## config.mk

```make
export PLATFORM = sky130hd
export DESIGN_NAME = relay_power_move_sequencer
export DESIGN_NICKNAME = d
export VERILOG_FILES = /design/src/hdl/rpms_pkg.sv /design/src/hdl/rpms_cfg_regs.sv /design/src/hdl/rpms_seq_core.sv /design/src/hdl/relay_power_move_sequencer.sv
export SDC_FILE = /design/constraint.sdc
export NUM_CORES = 1
export LEC_CHECK = 0
export BUFFER_PORTS_ARGS = -buffer_cell sky130_fd_sc_hd__buf_2
export CAP_MARGIN = 20
export CORE_ASPECT_RATIO = 1.2
export CORE_MARGIN = 2
export CORE_UTILIZATION = 40
export DETAILED_ROUTE_END_ITERATION = 16
export GPL_ROUTABILITY_DRIVEN = 0
export PLACE_DENSITY = 0.63
export SLEW_MARGIN = 15
export SYNTH_ARGS = -nofsm -noshare
export SYNTH_HDL_FRONTEND = slang
export SYNTH_HIERARCHICAL = 1
export SYNTH_SLANG_ARGS = --single-unit
export TNS_END_PERCENT = 50
```

## constraint.sdc

```tcl
create_clock -name clk_i -period 8.25 [get_ports clk_i]
set_clock_uncertainty 0.2 [all_clocks]
set_input_delay 0.825 -clock clk_i [delete_from_list [all_inputs] [get_ports clk_i]]
set_output_delay 0.825 -clock clk_i [all_outputs]
set_load 0.02 [all_outputs]
```

## src/hdl/rpms_pkg.sv

```systemverilog
`timescale 1ns / 1ps
// ----------------------------------------------------------------------------
// rpms_pkg
// Shared types, codes and reset values of the relay power move sequencer.
// ----------------------------------------------------------------------------
package rpms_pkg;

  // Fixed field widths
  localparam int CfgW    = 24;
  localparam int PhaseW  = 3;
  localparam int OpW     = 3;
  localparam int NumCfg  = 7;
  localparam int CfgIdxW = 3;

  // Defaults for the top level parameters
  localparam int DefActuatorCount = 2;
  localparam int DefTimeBits      = 24;

  // Event codes
  localparam logic [OpW-1:0] OP_TICK   = 3'd0;
  localparam logic [OpW-1:0] OP_START  = 3'd1;
  localparam logic [OpW-1:0] OP_STOP   = 3'd2;
  localparam logic [OpW-1:0] OP_EXTEND = 3'd3;
  localparam logic [OpW-1:0] OP_REDUCE = 3'd4;

  // Phase codes
  localparam logic [PhaseW-1:0] PH_IDLE   = 3'd0;
  localparam logic [PhaseW-1:0] PH_PRE    = 3'd1;
  localparam logic [PhaseW-1:0] PH_MAIN   = 3'd2;
  localparam logic [PhaseW-1:0] PH_PULSE  = 3'd3;
  localparam logic [PhaseW-1:0] PH_PAUSE  = 3'd4;
  localparam logic [PhaseW-1:0] PH_SPIN   = 3'd5;
  localparam logic [PhaseW-1:0] PH_PREOFF = 3'd6;

  // Configuration register indexes
  localparam logic [CfgIdxW-1:0] REG_PRECHARGE   = 3'd0;
  localparam logic [CfgIdxW-1:0] REG_MAIN_SETTLE = 3'd1;
  localparam logic [CfgIdxW-1:0] REG_PULSE       = 3'd2;
  localparam logic [CfgIdxW-1:0] REG_POST_PAUSE  = 3'd3;
  localparam logic [CfgIdxW-1:0] REG_SPINDOWN    = 3'd4;
  localparam logic [CfgIdxW-1:0] REG_INCREMENT   = 3'd5;
  localparam logic [CfgIdxW-1:0] REG_MAX_MOVE    = 3'd6;

  // Register reset values
  localparam logic [CfgW-1:0] RST_PRECHARGE   = 24'd500;
  localparam logic [CfgW-1:0] RST_MAIN_SETTLE = 24'd500;
  localparam logic [CfgW-1:0] RST_PULSE       = 24'd30000;
  localparam logic [CfgW-1:0] RST_POST_PAUSE  = 24'd500;
  localparam logic [CfgW-1:0] RST_SPINDOWN    = 24'd500;
  localparam logic [CfgW-1:0] RST_INCREMENT   = 24'd30000;
  localparam logic [CfgW-1:0] RST_MAX_MOVE    = 24'd300000;

  typedef struct packed {
    logic [OpW-1:0] opcode;
    logic           actuator_index;
    logic           direction;
  } rpms_in_t;

  typedef struct packed {
    logic [PhaseW-1:0] phase;
    logic              busy_res;
    logic              pre_relay_on;
    logic              main_relay_on;
    logic              actuator_on;
    logic              active_actuator;
    logic              active_direction;
    logic [CfgW-1:0]   remaining_ms;
  } rpms_out_t;

  typedef struct packed {
    logic [CfgW-1:0] pre_on_ms;
    logic [CfgW-1:0] main_settle_ms;
    logic [CfgW-1:0] drive_ms;
    logic [CfgW-1:0] post_pause_ms;
    logic [CfgW-1:0] spindown_ms;
    logic [CfgW-1:0] increment_ms;
    logic [CfgW-1:0] drive_limit_ms;
  } rpms_cfg_t;

endpackage

```

## src/hdl/rpms_cfg_regs.sv

```systemverilog
`timescale 1ns / 1ps
// ----------------------------------------------------------------------------
// rpms_cfg_regs
// Timing configuration registers, write only.
// ----------------------------------------------------------------------------
module rpms_cfg_regs
  import rpms_pkg::*;
(
  input  logic               clk_i,
  input  logic               rst_ni,
  input  logic               cfg_we_i,
  input  logic [CfgIdxW-1:0] cfg_idx_i,
  input  logic [CfgW-1:0]    cfg_data_i,
  output rpms_cfg_t          cfg_o
);

  rpms_cfg_t cfg_q, cfg_d;

  always_comb begin
    cfg_d = cfg_q;
    if (cfg_we_i) begin
      unique case (cfg_idx_i)
        REG_PRECHARGE:   cfg_d.pre_on_ms      = cfg_data_i;
        REG_MAIN_SETTLE: cfg_d.main_settle_ms = cfg_data_i;
        REG_PULSE:       cfg_d.drive_ms       = cfg_data_i;
        REG_POST_PAUSE:  cfg_d.post_pause_ms  = cfg_data_i;
        REG_SPINDOWN:    cfg_d.spindown_ms    = cfg_data_i;
        REG_INCREMENT:   cfg_d.increment_ms   = cfg_data_i;
        REG_MAX_MOVE:    cfg_d.drive_limit_ms = cfg_data_i;
        default:         cfg_d = cfg_q; // unmapped index: dropped
      endcase
    end
  end

  always_ff @(posedge clk_i or negedge rst_ni) begin
    if (!rst_ni) begin
      cfg_q.pre_on_ms      <= RST_PRECHARGE;
      cfg_q.main_settle_ms <= RST_MAIN_SETTLE;
      cfg_q.drive_ms       <= RST_PULSE;
      cfg_q.post_pause_ms  <= RST_POST_PAUSE;
      cfg_q.spindown_ms    <= RST_SPINDOWN;
      cfg_q.increment_ms   <= RST_INCREMENT;
      cfg_q.drive_limit_ms <= RST_MAX_MOVE;
    end else begin
      cfg_q <= cfg_d;
    end
  end

  assign cfg_o = cfg_q;

endmodule

```

## src/hdl/rpms_seq_core.sv

```systemverilog
`timescale 1ns / 1ps
// ----------------------------------------------------------------------------
// rpms_seq_core
// Sequencer state and combinational event update; result of the item.
// ----------------------------------------------------------------------------
module rpms_seq_core
  import rpms_pkg::*;
#(
  parameter int ACTUATOR_COUNT = DefActuatorCount,
  parameter int TIME_BITS      = DefTimeBits
) (
  input  logic      clk_i,
  input  logic      rst_ni,
  input  logic      proc_en_i,
  input  rpms_in_t  item_i,
  input  rpms_cfg_t cfg_i,
  output rpms_out_t res_o
);

  localparam int WideW = (TIME_BITS > CfgW) ? TIME_BITS : CfgW;
  localparam logic [TIME_BITS-1:0] TMax = '1;
  localparam logic [TIME_BITS-1:0] TOne = TIME_BITS'(1);

  // register value clamped to the counter range
  function automatic logic [TIME_BITS-1:0] fit_time(input logic [CfgW-1:0] v);
    logic [WideW-1:0] w;
    begin
      w = WideW'(v);
      if (w > WideW'(TMax)) fit_time = TMax;
      else                  fit_time = w[TIME_BITS-1:0];
    end
  endfunction

  logic [PhaseW-1:0]    ph_q, ph_d;
  logic                 busy_q, busy_d;
  logic                 act_q, act_d;
  logic                 dir_q, dir_d;
  logic [TIME_BITS-1:0] rem_q, rem_d;
  logic [TIME_BITS-1:0] el_q, el_d;

  logic [TIME_BITS-1:0] t_pre, t_main, t_pulse, t_pause, t_spin, t_inc, t_max;
  logic [TIME_BITS:0]   ext_sum;
  logic [TIME_BITS-1:0] ext_cand, ext_lim, el_inc;
  logic                 idx_ok;
  logic [WideW-1:0]     rem_wide;

  assign t_pre   = fit_time(cfg_i.pre_on_ms);
  assign t_main  = fit_time(cfg_i.main_settle_ms);
  assign t_pulse = fit_time(cfg_i.drive_ms);
  assign t_pause = fit_time(cfg_i.post_pause_ms);
  assign t_spin  = fit_time(cfg_i.spindown_ms);
  assign t_inc   = fit_time(cfg_i.increment_ms);
  assign t_max   = fit_time(cfg_i.drive_limit_ms);

  assign ext_sum  = {1'b0, rem_q} + {1'b0, t_inc};
  assign ext_cand = ext_sum[TIME_BITS] ? TMax : ext_sum[TIME_BITS-1:0];
  assign ext_lim  = (t_max > el_q) ? (t_max - el_q) : '0;
  assign el_inc   = (el_q == TMax) ? TMax : (el_q + TOne);
  assign idx_ok   = (ACTUATOR_COUNT > 1) || !item_i.actuator_index;

  always_comb begin
    ph_d   = ph_q;
    busy_d = busy_q;
    act_d  = act_q;
    dir_d  = dir_q;
    rem_d  = rem_q;
    el_d   = el_q;
    if (proc_en_i) begin
      unique case (item_i.opcode)
        OP_TICK: begin
          if (busy_q) begin
            if (rem_q <= TOne) begin
              unique case (ph_q)
                PH_PRE: begin
                  ph_d  = PH_MAIN;
                  rem_d = t_main;
                end
                PH_MAIN: begin
                  ph_d  = PH_PULSE;
                  rem_d = t_pulse;
                  el_d  = '0;
                end
                PH_PULSE: begin
                  ph_d  = PH_PAUSE;
                  rem_d = t_pause;
                end
                PH_PAUSE: begin
                  ph_d  = PH_SPIN;
                  rem_d = t_spin;
                end
                PH_SPIN: begin
                  ph_d  = PH_PREOFF;
                  rem_d = '0;
                end
                default: begin
                  // pre off done, or a stray code: sequence over
                  ph_d   = PH_IDLE;
                  busy_d = 1'b0;
                  rem_d  = '0;
                end
              endcase
            end else begin
              rem_d = rem_q - TOne;
              if (ph_q == PH_PULSE) el_d = el_inc;
            end
          end
        end
        OP_START: begin
          if (!busy_q && idx_ok) begin
            busy_d = 1'b1;
            act_d  = item_i.actuator_index;
            dir_d  = item_i.direction;
            el_d   = '0;
            ph_d   = PH_PRE;
            rem_d  = t_pre;
          end
        end
        OP_STOP: begin
          if (ph_q == PH_PULSE) begin
            ph_d  = PH_PAUSE;
            rem_d = t_pause;
          end
        end
        OP_EXTEND: begin
          if (ph_q == PH_PULSE) rem_d = (ext_cand > ext_lim) ? ext_lim : ext_cand;
        end
        OP_REDUCE: begin
          if (ph_q == PH_PULSE) begin
            if (rem_q <= t_inc) begin
              ph_d  = PH_PAUSE;
              rem_d = t_pause;
            end else begin
              rem_d = rem_q - t_inc;
            end
          end
        end
        default: ; // unknown event: state kept
      endcase
    end
  end

  always_ff @(posedge clk_i or negedge rst_ni) begin
    if (!rst_ni) begin
      ph_q   <= PH_IDLE;
      busy_q <= 1'b0;
      act_q  <= 1'b0;
      dir_q  <= 1'b0;
      rem_q  <= '0;
      el_q   <= '0;
    end else begin
      ph_q   <= ph_d;
      busy_q <= busy_d;
      act_q  <= act_d;
      dir_q  <= dir_d;
      rem_q  <= rem_d;
      el_q   <= el_d;
    end
  end

  // result reflects the state after this item
  assign rem_wide = WideW'(rem_d);

  always_comb begin
    res_o.phase            = ph_d;
    res_o.busy_res         = busy_d;
    res_o.pre_relay_on     = (ph_d >= PH_PRE) && (ph_d <= PH_SPIN);
    res_o.main_relay_on    = (ph_d >= PH_MAIN) && (ph_d <= PH_PAUSE);
    res_o.actuator_on      = (ph_d == PH_PULSE);
    res_o.active_actuator  = act_d;
    res_o.active_direction = dir_d;
    res_o.remaining_ms     = (ph_d == PH_PULSE) ? rem_wide[CfgW-1:0] : '0;
  end

`ifndef SYNTH
  a_busy_when_active: assert property (@(posedge clk_i) disable iff (!rst_ni)
    (ph_q != PH_IDLE) |-> busy_q)
    else $error("phase active without busy");

  a_idle_when_free: assert property (@(posedge clk_i) disable iff (!rst_ni)
    !busy_q |-> (ph_q == PH_IDLE) && (rem_q == '0))
    else $error("not busy but phase or count left set");

  a_start_enters_pre: assert property (@(posedge clk_i) disable iff (!rst_ni)
    (proc_en_i && (item_i.opcode == OP_START) && !busy_q && idx_ok)
    |=> (ph_q == PH_PRE) && busy_q)
    else $error("accepted start did not enter precharge");

  a_idle_holds: assert property (@(posedge clk_i) disable iff (!rst_ni)
    (!proc_en_i) |=> $stable(ph_q) && $stable(rem_q) && $stable(el_q))
    else $error("state moved without an item");
`endif

endmodule

```

## src/hdl/relay_power_move_sequencer.sv

```systemverilog
`timescale 1ns / 1ps
// ----------------------------------------------------------------------------
// relay_power_move_sequencer
// Timed buck supply and actuator relay sequencer driven by event items.
// ----------------------------------------------------------------------------
//
//  channel | handshake                  | payload
//  --------+----------------------------+-----------------------------------
//  in      | in_valid_i / in_ready_o    | in_item_i   (rpms_in_t)
//  out     | out_valid_o / out_ready_i  | out_item_o  (rpms_out_t)
//  cfg     | cfg_we_i (no stall)        | cfg_idx_i, cfg_data_i
//
//  One item per cycle sustained while the output is not stalled; each item gives exactly one result.
//  An accepted item goes into the input register, then through the event
//  update into the result register, where its result is shown.
//  The state update is one compare/add stage between those two registers.
//  A stalled output holds its result; the input register still takes an
//  item, and in_ready_o drops only when both registers are full.
//  Reset clears phase, busy, latches and counters; registers take defaults.
// ----------------------------------------------------------------------------
module relay_power_move_sequencer
  import rpms_pkg::*;
#(
  parameter int ACTUATOR_COUNT = DefActuatorCount,
  parameter int TIME_BITS      = DefTimeBits
) (
  input  logic               clk_i,
  input  logic               rst_ni,
  // event items
  input  logic               in_valid_i,
  output logic               in_ready_o,
  input  rpms_in_t           in_item_i,
  // result items
  output logic               out_valid_o,
  input  logic               out_ready_i,
  output rpms_out_t          out_item_o,
  // configuration writes
  input  logic               cfg_we_i,
  input  logic [CfgIdxW-1:0] cfg_idx_i,
  input  logic [CfgW-1:0]    cfg_data_i
);

  rpms_cfg_t cfg;
  rpms_out_t res;

  logic      s1_valid_q, s1_valid_d;
  rpms_in_t  s1_item_q;
  logic      out_valid_q, out_valid_d;
  rpms_out_t out_item_q;

  logic in_acc;
  logic out_free;
  logic proc_en;

  // result register is free if empty or being taken this cycle
  assign out_free   = !out_valid_q || out_ready_i;
  // an item in the input register is processed when the result can land
  assign proc_en    = s1_valid_q && out_free;
  assign in_ready_o = !s1_valid_q || out_free;
  assign in_acc     = in_valid_i && in_ready_o;

  rpms_cfg_regs u_cfg (
    .clk_i      (clk_i),
    .rst_ni     (rst_ni),
    .cfg_we_i   (cfg_we_i),
    .cfg_idx_i  (cfg_idx_i),
    .cfg_data_i (cfg_data_i),
    .cfg_o      (cfg)
  );

  rpms_seq_core #(
    .ACTUATOR_COUNT (ACTUATOR_COUNT),
    .TIME_BITS      (TIME_BITS)
  ) u_core (
    .clk_i     (clk_i),
    .rst_ni    (rst_ni),
    .proc_en_i (proc_en),
    .item_i    (s1_item_q),
    .cfg_i     (cfg),
    .res_o     (res)
  );

  // valid flags
  always_comb begin
    s1_valid_d = s1_valid_q;
    if (in_acc)       s1_valid_d = 1'b1;
    else if (proc_en) s1_valid_d = 1'b0;

    out_valid_d = out_valid_q;
    if (proc_en)          out_valid_d = 1'b1;
    else if (out_ready_i) out_valid_d = 1'b0;
  end

  always_ff @(posedge clk_i or negedge rst_ni) begin
    if (!rst_ni) begin
      s1_valid_q  <= 1'b0;
      out_valid_q <= 1'b0;
    end else begin
      s1_valid_q  <= s1_valid_d;
      out_valid_q <= out_valid_d;
    end
  end

  // payload registers, no reset needed
  always_ff @(posedge clk_i) begin
    if (in_acc)  s1_item_q  <= in_item_i;
    if (proc_en) out_item_q <= res;
  end

  assign out_valid_o = out_valid_q;
  assign out_item_o  = out_item_q;

endmodule

```

# Word level (Yosys, flattened, before mapping)

Cells that the tools add are included.

Word-level logic and storage cells: 140
Register bits: 262

$add $sub $neg: 5
Reductions and logical operators: 22
Equality and inequality tests: 21
Muxes and demuxes: 51
$lt $le $gt $ge: 15

Operator list:

| kind                                                                    | count |
|---|---|
| 24-bit 2-to-1 mux                                                       | 24 |
| 24-bit > comparator (second input constant)                             | 7 |
| 24-bit one-hot mux with 5 select lines                                  | 1 |
| 24-bit one-hot mux with 4 select lines                                  | 1 |
| 24-bit > comparator                                                     | 2 |
| 24-bit one-hot mux with 2 select lines                                  | 1 |
| 24-bit subtractor                                                       | 2 |
| 24-bit by 24-bit adder with 25-bit output                               | 1 |
| 24-bit by 1-bit adder with 24-bit output (second input constant)        | 1 |
| 24-bit == test (second input constant)                                  | 1 |
| 24-bit by 1-bit <= comparator with 1-bit output (second input constant) | 1 |
| 24-bit <= comparator                                                    | 1 |
| 24-bit by 1-bit subtractor with 24-bit output (second input constant)   | 1 |
| 3-bit by 2-bit == test with 1-bit output (second input constant)        | 7 |
| 3-bit 2-to-1 mux                                                        | 7 |
| 3-bit == test (second input constant)                                   | 6 |
| 3-bit one-hot mux with 5 select lines                                   | 1 |
| 1-bit 2-to-1 mux                                                        | 14 |
| 2-bit AND reduction                                                     | 7 |
| 3-bit one-hot mux with 4 select lines                                   | 1 |
| 3-bit by 1-bit == test with 1-bit output (second input constant)        | 3 |
| 3-bit <= comparator (second input constant)                             | 2 |
| 3-bit zero test                                                         | 2 |
| 6-bit AND reduction                                                     | 1 |
| other kinds (12)                                                        | 19 |

# Logic depth before layout (Yosys ltp)

Gate-level depths: netlist of run 1.

Word-level depth: 9
Gate-level depth with buffers: 24
Mapped depth without buffers: 21

# Modules after synthesis

The synthesis of run 1 kept the hierarchy.

Modules (own cells, without submodules):

| module                     | instances | cells an instance | area an instance (um^2) |
|---|---|---|---|
| rpms_seq_core              | 1         | 1689              | 11528.6 |
| rpms_cfg_regs              | 1         | 364               | 6394.9 |
| relay_power_move_sequencer | 1         | 46                | 1244.9 |

# Worst setup path after synthesis of run 1

No wires, ideal clock.

Kind: reg2reg
Start point: register u_cfg.cfg_q (netlist bit u_cfg/cfg_o[29])
End point: register out_item_q (netlist bit out_item_o[15]), data pin
Setup time: 0.255 ns
Path buffers: 5
Path slack: 2.218 ns
Cell stages (with the launch flop): 24
Data arrival time: 5.577 ns
Path through: dfstp_2 inv_1 ha_1 clkbuf_1 nor2b_1 nor4_1 a21oi_1 or2_2 a21oi_1 clkbuf_1 clkbuf_1 clkbuf_1 nand2_1 ha_1 nand4_1 nor4_1 nand2_1 o211a_1 a211oi_2 and2_1 buf_2 a221oi_1 o41a_1 and2_1

Word-level cells in the longest chain between the ends: 9
Elaborated cells on any way between the ends: 18
Those cells by class: add/sub: 2; order compare: 3; eq/ne: 1; mux: 12

Ends and longest elaborated chain:

| item                                      | RTL line                          | source |
|---|---|---|
| from (decl)                               | rpms_cfg_regs.sv:17               | `rpms_cfg_t cfg_q, cfg_d;` |
| from (signal assigned)                    | rpms_cfg_regs.sv:45               | `cfg_q <= cfg_d;` |
| 24-bit > comparator                       | rpms_seq_core.sv:29               | `if (w > WideW'(TMax)) fit_time = TMax;` |
| 24-bit 2-to-1 mux *                       | rpms_seq_core.sv:29               |  |
| 24-bit by 24-bit adder with 25-bit output | rpms_seq_core.sv:55               | `assign ext_sum = {1'b0, rem_q} + {1'b0, t_inc};` |
| 24-bit 2-to-1 mux                         | rpms_seq_core.sv:56               | `assign ext_cand = ext_sum[TIME_BITS] ? TMax : ext_sum[TIME_BITS-1:0];` |
| 24-bit > comparator                       | rpms_seq_core.sv:125              | `if (ph_q == PH_PULSE) rem_d = (ext_cand > ext_lim) ? ext_lim : ext_cand;` |
| 24-bit 2-to-1 mux (2 in series)           | rpms_seq_core.sv:125              |  |
| 24-bit one-hot mux with 5 select lines *  | rpms_seq_core.sv:69               | `unique case (item_i.opcode)` |
| 24-bit 2-to-1 mux *                       | rpms_seq_core.sv:68               | `if (proc_en_i) begin` |
| net u_core.rem_d[15]                      | rpms_seq_core.sv:38               | `logic [TIME_BITS-1:0] rem_q, rem_d;` |
| to (signal assigned)                      | relay_power_move_sequencer.sv:107 | `if (proc_en) out_item_q <= res;` |
| to (decl)                                 | relay_power_move_sequencer.sv:49  | `rpms_out_t out_item_q;` |

The timed path passes the listed nets; every way through them passes the cells marked *.
A chain may end at the register's enable or synchronous reset.

# Worst setup path in the final report of run 1

Start point: register u_core.el_q[0]
End point: register out_item_q (netlist bit out_item_o[15]), data pin

Word-level cells in the longest chain between the ends: 7
Elaborated cells on any way between the ends: 8
Those cells by class: add/sub: 1; order compare: 2; mux: 5

Ends and longest elaborated chain:

| item                                                     | RTL line             | source |
|---|---|---|
| from (decl)                                              | rpms_seq_core.sv:39  | `logic [TIME_BITS-1:0] el_q, el_d;` |
| from (signal assigned)                                   | rpms_seq_core.sv:156 | `el_q <= el_d;` |
| 24-bit subtractor or 24-bit > comparator (tied branches) | rpms_seq_core.sv:57  | `assign ext_lim = (t_max > el_q) ? (t_max - el_q) : '0;` |
| 24-bit 2-to-1 mux *                                      | rpms_seq_core.sv:57  |  |
| 24-bit > comparator                                      | rpms_seq_core.sv:125 |  |
| 24-bit 2-to-1 mux * (2 in series)                        | rpms_seq_core.sv:125 |  |
| 24-bit one-hot mux with 5 select lines *                 | rpms_seq_core.sv:69  |  |
| 24-bit 2-to-1 mux *                                      | rpms_seq_core.sv:68  |  |
| net u_core.rem_d[15]                                     | rpms_seq_core.sv:38  |  |

Marks and branches as above.

==> summary.md, run 1 <==
| Metric | Value |
|---|---|
| Power Density | between 200 and 300 nW/um^2 |
| Core Footprint | 47100 sq um |
| Synth Area in XOR/XNOR | 0.0265 |
| Internal power | ~3.3 mW |
| Pleak | 8.55 nW |
| Syn Nets | about 2200 |
| Wirelength per Cell | 26.1 microns |
| Hold Buf Count CTS | 0 |
| Total global routing overflow | 0 |
| Sequential share of power | 0.318 |
| FP Rows | 87 |
| Syn Area/Cell | 9.13 sq um |
| IO buf count | 71 |
| Post-Syn Area | 19200 sq um |
| Die W | 204 microns |
| DRT iter0 DRCs | 2127 |
| Worst-path clk slew | 0.06 ns |
| Mux contribution to synthesized area | 0.128 |
| Yosys top cell by area | dfrtp_1 |
| Number of synthesized flops with an enable pin | 38 |
| CTS sink cnt | 262 |
| Fin nets | 2241 |
| Post-CTS setup repair buffer count | 0 |
| Total CTS buffers | 30 |
| Adder-cell share of the synthesized area | 0.0678 |
| CTS Buffer Depth | 3 |
| Synth area leaders | dfrtp_1 (23%), mux2_2 (8.9%), ha_1 (6.5%) |
| Number of antenna violations at the first check in global routing | 4 |
| Via count | roughly 18000 |
| Worst-Margin Slew | 1.25 ns |
| Initial core utilization | 0.407 |
| Fin. max-slew vios | 0 |
| Max-Cap Viols | 0 |
| CP startpoint kind | flip-flop |
| TNS Setup | 0 ns |
| CP Capture Type | flip-flop |
| Die Ht | between 200 and 250 microns |
| PostCTS Resize Cnt | 0 |
| Post-DP HPWL | between 50 and 60 mm |
| Place WS | 1.35 ns |
| Cell Area, Placed | 20000 sq um |
| Ys Warns | 6 |
| Commonest non-fill, non-tap cell in the layout | a21oi_1 |
| H-tree Lvls | 1 |
| # fillers | 4546 |
| Fin crit share | 0.872 |
| Clk pwr share | 0.236 |
| Net Sw Power | 2.46 mW |
| Die ar. | 49700 sq um |
| Run status | finished, final reports clean |
| WL final | 71.7 mm |
| Worst Path Max Fanout | 21 |
| Min Tclk post-route | 7.20 ns |
| Final Hold Violating Endpoints | 0 |
| Worst-skew pair later-pin latency | 0.60 ns |
| Number of remaining DRC errors | 0 |
| Complex-gate fraction of the synthesized area | 0.214 |
| ANT nets after route | 0 |
| Hold crit path type | input port to async pin |
| Synth Instances | roughly 2100 |
| VDD IR max | 0.175 mV |
| FF+latch count, synth | 262 |
| Largest family of logic cells by synthesized area | compound AO/OA/AOI/OAI gates |
| Max Freq | 0.139 GHz |
| Io pins | ~70 |
| Final design area excluding fillers | between 20000 and 25000 sq um |
| Setup violators final | 0 |
| Fraction of registers with async set/reset | 0.855 |
| R2R depth | 18 |
| Post-synth top area share | 0.232 |
| RSZ-0062 raised after global routing | no |
| CTS root buf | clkbuf_16 |
| Fin util | 0.447 |
| Comb pwr share | 0.445 |
| Slew margin rel. | 0.164 |
| Unique masters post-synth | 90 |
| Crit Path Class | flip-flop to flip-flop |
| CTS tree | built |
| Commonest cells after routing, fill and taps aside | a21oi_1 (183), dfrtp_1 (176), nand2_1 (166) |
| Via-per-instance ratio | 6.47 |
| Layout cells sized above 1 | 0.193 |
| Vias in the first global route | 17400 |
| First-pass GRT wire length | 109 mm |
| Total power | 5.79 mW |
| Worst Path Required | about 8.4 ns |
| Synth Area in Simple Gates | 0.161 |
| Sw Ratio | 0.425 |
| Top_reg_cell synth | dfrtp_1 |
| GRT Total Usage | 0.287 |
| Layout area overhead | 9.93% |
| Post-synthesis sequential area ratio | 0.355 |
| Final WS setup | ~1.1 ns |
| Pin count of the biggest net entering global routing | 114 |
| Crit path DAT | 7.33 ns |
| Drt first pass iters | 8 |
==> flip-flops by register name, indices dropped and copies added (netlist names) <==
name and count:
s1_item_q 5, u_core/busy_q 1, u_core/ph_q 3, out_item_o 33, u_core/rem_q 24, out_valid_o 1
u_core/act_q 1, u_core/el_q 24, u_cfg/cfg_o 168, u_core/dir_q 1, s1_valid_q 1
==> path summary, 6_finish.rpt <==
kind	start	endpoint	slack, ns
worst max-delay path	u_core/el_q[0]	out_item_o[15]	1.05
worst min-delay path	rst_ni	u_cfg/cfg_o[51]	0.11
worst max register to register	u_core/el_q[0]	out_item_o[15]	1.05
worst min register to register	u_cfg/cfg_o[160]	u_cfg/cfg_o[160]	0.29
max in group asynchronous	rst_ni	u_core/ph_q[1]	6.06
min in group clk_i	in_item_i[2]	s1_item_q[2]	0.22
==> layout make-up <==
type | instances | area [sq um] | share of cell area
timing repair buffer | 113 | 721 | 0.0342
clock inverter | 14 | 110 | 0.00523
sequential | 262 | 6810 | 0.323
multi-input combinational | 1619 | 11500 | 0.544
inverter | 76 | 285 | 0.0135
antenna | 1 | 2.50 | 0.000119
clock buffer | 42 | 898 | 0.0426
tap | 623 | 779 | 0.0370
==> synthesized netlist by cell type, types with 11 or more instances <==
library cell  number
a211o_1           12
a211oi_1          27
a21o_1            23
a21oi_1          184
a22oi_1           26
a31oi_1           48
and2_1            26
and3_1            13
buf_1             13
buf_2             22
buf_4             11
clkbuf_1          91
dfrtp_1          178
dfstp_2           46
edfxtp_1          38
ha_1              99
inv_1             75
mux2_1            35
mux2_2           152
mux2i_1           35
nand2_1          166
nand2b_1          25
nand3_1           54
nand4_1           30
nor2_1           144
nor2b_1           18
nor3_1            46
nor4_1            23
o211ai_1          29
o21a_1            11
o21ai_0          112
o31a_1            11
o31ai_1           24
or2_2             15
or3_1             11
xnor2_1           42
xor2_1            16
==> logic make-up after synthesis <==
group	Yosys count
AND/OR/NAND/NOR	610
buffers and inverters	218
XOR/XNOR	58
flip-flops	262
multiplexers	222
AO/OA/AOI/OAI	627
adder cells (fa/ha/maj)	102
==> routing by layer <==
layer  track usage  up-vias  share of wire
li1              -     7826              -
met1         0.365     8665           0.39
met2         0.454     1016           0.45
met3        0.0578      281          0.088
met4         0.162        6          0.070
met5             0        -        0.00045
==> stage by stage <==
stage,hold WS [ns],cells
detailed placement,0.274,2692
global placement,0.270,2690
global route,0.175,2749
floorplan,0.257,2099
finish,0.106,2750
CTS,0.182,2748
==> power groups by stage <==
stage / logic, mW / registers, mW / clock network (mW)
final: 2.58 / 1.84 / 1.37
after global routing: 2.79 / 1.87 / 1.44
after CTS: 2.49 / 1.83 / 1.39
after detailed placement: 2.47 / 1.85 / 0
after global placement: 2.42 / 1.84 / 0
after floorplan: 1.82 / 1.73 / 0
==> worst max-delay path, cell delays in order (launching register included) <==
cell      delay [ns]
dfrtp_1         0.42
ha_1            0.24
fa_1            0.40
nand2b_1        0.18
a211oi_1        0.43
a21oi_1         0.17
a21boi_0        0.45
o21a_1          0.73
o21ai_0         0.35
ha_1            0.39
nand4_1         0.16
nor4_1          0.62
nand2_1         0.21
o211a_1         0.17
a211oi_2        0.57
and2_1          0.52
a221oi_1        0.17
o41a_1          0.41
and2_1          0.15
(Power assumes the default switching activity.)
==> inputs of run 2 (changes only) <==
--- a/config.mk
+++ b/config.mk
@@ -6,7 +6,6 @@
 export NUM_CORES = 1
 export LEC_CHECK = 0
 export BUFFER_PORTS_ARGS = -buffer_cell sky130_fd_sc_hd__buf_2
-export CAP_MARGIN = 20
 export CORE_ASPECT_RATIO = 1.2
 export CORE_MARGIN = 2
 export CORE_UTILIZATION = 40
@@ -16,6 +15,5 @@
 export SLEW_MARGIN = 15
 export SYNTH_ARGS = -nofsm -noshare
 export SYNTH_HDL_FRONTEND = slang
-export SYNTH_HIERARCHICAL = 1
 export SYNTH_SLANG_ARGS = --single-unit
 export TNS_END_PERCENT = 50
==> run 2 against run 1 <==
Combinational power is 53% higher. Routed wire length is 3.6% lower. Global-route usage is 0.92 points lower. Final cell count is 2.4% lower. Fmax is 1.6% higher. Largest cell class unchanged. Sequential power is 9.8% higher. Synthesized area is 1.8% lower. Total power is 27% higher. Non-clock buffer count is 5 lower. Final area is 1.5% lower. Core utilization is 0.25 points lower.
==> summary.md, run 2 <==
| Metric | Value |
|---|---|
| Worst-Margin Slew | 1.22 ns (was 1.25 ns) |
| CTS root buf | clkbuf_16 (unchanged) |
| Fin nets | 2177 (was 2241) |
| Core Footprint | 46700 sq um (was 47100 sq um) |
| Number of flip-flops in the largest register | 168 (unchanged) |
| Post-synth top area share | 0.237 (was 0.232) |
| # diodes | 0 (was 1) |
| Top_reg_cell synth | dfrtp_1 (unchanged) |
| Delay of the slowest cell on the worst path | 0.84 ns (was 0.73 ns) |
| Number of antenna violations at the first check in global routing | 4 (unchanged) |
| Die W | 202 microns (was 204 microns) |
| H-tree Lvls | 1 (unchanged) |
| Inst Count DP | 2630 (was 2692) |
| DRT iter0 DRCs | 1881 (was 2127) |
| Syn Area/Cell | 9.28 sq um (was 9.13 sq um) |
| Drt first pass iters | 8 (unchanged) |
| CTS Buffer Depth | 3 (unchanged) |
| First-pass GRT wire length | 104 mm (was 109 mm) |
| Commonest non-fill, non-tap cell in the layout | dfrtp_1 (was a21oi_1) |
| GR met2 Demand/Resource | 0.452 (was 0.454) |
| Yosys top cell by area | dfrtp_1 (unchanged) |
| FF+latch count, synth | 262 (unchanged) |
| Cells along the critical path | ha_1, nor2b_1, o211ai_1, a2111oi_4, o31ai_1, a2111oi_0, o21ai_0, nand3b_1, ha_1, nand4_1, nor2_1, a22o_1, a211oi_1, o21ai_0, nor3_4, a2111oi_0, a221o_1, nor2b_1 (was ha_1, fa_1, nand2b_1, a211oi_1, a21oi_1, a21boi_0, o21a_1, o21ai_0, ha_1, nand4_1, nor4_1, nand2_1, o211a_1, a211oi_2, and2_1, a221oi_1, o41a_1, and2_1) |
| Fin. max-slew vios | 0 (unchanged) |
| Post-synthesis sequential area ratio | 0.361 (was 0.355) |
| Final Hold Violating Endpoints | 0 (unchanged) |
| Pin count of the biggest net entering global routing | 94 (was 114) |
| Run status | finished, final reports clean (unchanged) |
| Crit path buf inv count | 0 (unchanged) |
| Io pins | 72 (unchanged) |
| Syn Nets | 2169 (was 2238) |
| Setup violators final | 0 (unchanged) |
| Max Freq | 0.141 GHz (was 0.139 GHz) |
| Hold crit path type | input port to async pin (unchanged) |
| Die ar. | 48800 sq um (was 49700 sq um) |
| Hold Buf Count CTS | 0 (unchanged) |
| Power Density | 354 nW/um^2 (was 275 nW/um^2) |
| Register-to-register setup slack | 1.16 ns (was 1.05 ns) |
| Crit Path Class | flip-flop to flip-flop (unchanged) |
| PostCTS Resize Cnt | 0 (unchanged) |
| Post-CTS setup repair buffer count | 0 (unchanged) |
| Ys Warns | 0 (was 6) |
| CTS sink cnt | 262 (unchanged) |
| VDD IR max | 0.164 mV (was 0.175 mV) |
| Area of the multi-input gates | 11200 sq um (was 11500 sq um) |
| TNS Setup | 0 ns (unchanged) |
| CP startpoint kind | flip-flop (unchanged) |
| FF/Latch Area | 6810 sq um (about the same) |
| Reg-to-reg critical path startpoint | u_core.rem_q[2] (was u_core/el_q[0]) |
| Post-DP HPWL | 50.4 mm (was 51.5 mm) |
| CTS tree | built (unchanged) |
| Via count | 17300 (was 17800) |
| Number of remaining DRC errors | 0 (unchanged) |
| CP delay by family, top | compound AO/OA/AOI/OAI gates (unchanged) |
| # fillers | 4454 (was 4546) |
| Met1 Use GR | 0.336 (was 0.365) |
| FP Rows | 87 (unchanged) |
| R2R depth | 18 (unchanged) |
| Layout cells sized above 1 | 0.206 (was 0.193) |
| Global route hottest layer | met2 (unchanged) |
| Crit path DAT | 7.22 ns (was 7.33 ns) |
| Layout area overhead | 10.3% (was 9.93%) |
| Slew margin rel. | 0.167 (was 0.164) |
| Final design area excluding fillers | 20800 sq um (was 21100 sq um) |
| Total power | 7.35 mW (was 5.79 mW) |
| IO buf count | 71 (unchanged) |
| Slowest CP cell | a2111oi_0 (was o21a_1) |
| Via-per-instance ratio | 6.43 (was 6.47) |
| Unique masters post-synth | 88 (was 90) |
| Final WS setup | 1.16 ns (was 1.05 ns) |
| Worst-path clk slew | 0.07 ns (was 0.06 ns) |
| Synth Instances | 2030 (was 2099) |
| Wirelength per Cell | 25.8 microns (was 26.1 microns) |
| Routing usage on met3 | 0.0527 (was 0.0578) |
| Die Ht | 242 microns (was 244 microns) |
| Post-Layout Cell Count | 2684 (was 2750) |
| Cell Area, Placed | 19800 sq um (was 20000 sq um) |
| Most frequent cells after synthesis | dfrtp_1 (178), mux2_2 (174), nand2_1 (147) (was a21oi_1 (184), dfrtp_1 (178), nand2_1 (166)) |
| Total CTS buffers | 29 (was 30) |
| Commonest cells after routing, fill and taps aside | dfrtp_1 (177), mux2_2 (174), nand2_1 (147) (was a21oi_1 (183), dfrtp_1 (176), nand2_1 (166)) |
| Worst Path Max Fanout | 19 (was 21) |
| Worst Path Required | 8.38 ns (about the same) |
| Fin util | 0.445 (was 0.447) |
| GRT Total Usage | 0.278 (was 0.287) |
| Top-count cell post-synth | dfrtp_1 (was a21oi_1) |
| Fraction of registers with async set/reset | 0.855 (unchanged) |
| WL final | 69.1 mm (was 71.7 mm) |
| Synth area leaders | dfrtp_1 (24%), mux2_2 (10%), ha_1 (6.6%) (was dfrtp_1 (23%), mux2_2 (8.9%), ha_1 (6.5%)) |
| Vias in the first global route | 16900 (was 17400) |
| Worst-skew pair later-pin latency | 0.60 ns (about the same) |
| Initial core utilization | 0.403 (was 0.407) |
| Post-Syn Area | 18800 sq um (was 19200 sq um) |
| Number of synthesized flops with an enable pin | 38 (unchanged) |
| Place WS | 1.40 ns (was 1.35 ns) |
| ANT nets after route | 0 (unchanged) |
| Pleak | 8.51 nW (was 8.55 nW) |
| Fin crit share | 0.859 (was 0.872) |
| Max-Cap Viols | 0 (unchanged) |
| Min Tclk post-route | 7.09 ns (was 7.20 ns) |
| RSZ-0062 raised after global routing | no (unchanged) |
| CP Capture Type | flip-flop (unchanged) |
| FF-to-FF End | out_item_o[4] (was out_item_o[15]) |
| WHS | 0.0139 ns (was 0.106 ns) |
| Total global routing overflow | 0 (unchanged) |
-- run 2: cell types whose count changed in the layout (fill, tap and decap cells not counted), moves of 21 or more --
cell | before | now
mux2i_1 | 35 | 63
o21ai_1 | 5 | 31
mux2_2 | 152 | 174
o22ai_1 | 9 | 30
o21ai_0 | 111 | 86
a21oi_1 | 183 | 146
mux2_1 | 35 | 1
a31oi_1 | 48 | 27
-- run 2: final cells by class --
type / count / share of cell area
inverter: 87 / 0.0157
timing repair buffer: 108 / 0.0312
tap: 623 / 0.0375
clock buffer: 39 / 0.0407
multi-input combinational: 1550 / 0.540
clock inverter: 15 / 0.00741
sequential: 262 / 0.328
-- run 2: logic make-up after synthesis --
family | after synthesis | synth area share
DFF | 262 | 0.361
and+or+nand+nor | 571 | 0.153
buffers and inverters | 218 | 0.0464
adders and majority gates | 102 | 0.0690
AOI/OAI and AO/OA | 587 | 0.208
xor gates and xnor gates | 52 | 0.0242
muxes | 238 | 0.138
-- run 2: worst max path at each step --
| stage | startpoint | endpoint | slack (ns) | depth (start not counted) |
|---|---|---|---|---|
| after floorplan | u_cfg.cfg_o[34] | out_item_o[3] | 2.57 | 21 |
| after global placement | u_core.rem_q[2] | out_item_o[11] | 1.29 | 19 |
| after detailed placement | u_core.rem_q[2] | out_item_o[4] | 1.40 | 19 |
| after CTS | u_core.rem_q[2] | out_item_o[11] | 1.38 | 19 |
| after global routing | u_core.rem_q[2] | out_item_o[12] | 0.91 | 19 |
| final | u_core.rem_q[2] | out_item_o[4] | 1.16 | 18 |
-- run 2: metal layers --
metal,wire [microns],up-vias
met1,26000,8454
met3,5920,267
li1,-,7564
met2,32100,968
met4,5050,4
met5,26,-
-- run 2: power by group --
part | internal, mW | switching, mW | total (mW)
Clock | 0.789 | 0.586 | 1.37
Sequential | 1.63 | 0.386 | 2.02
Combinational | 1.45 | 2.51 | 3.96
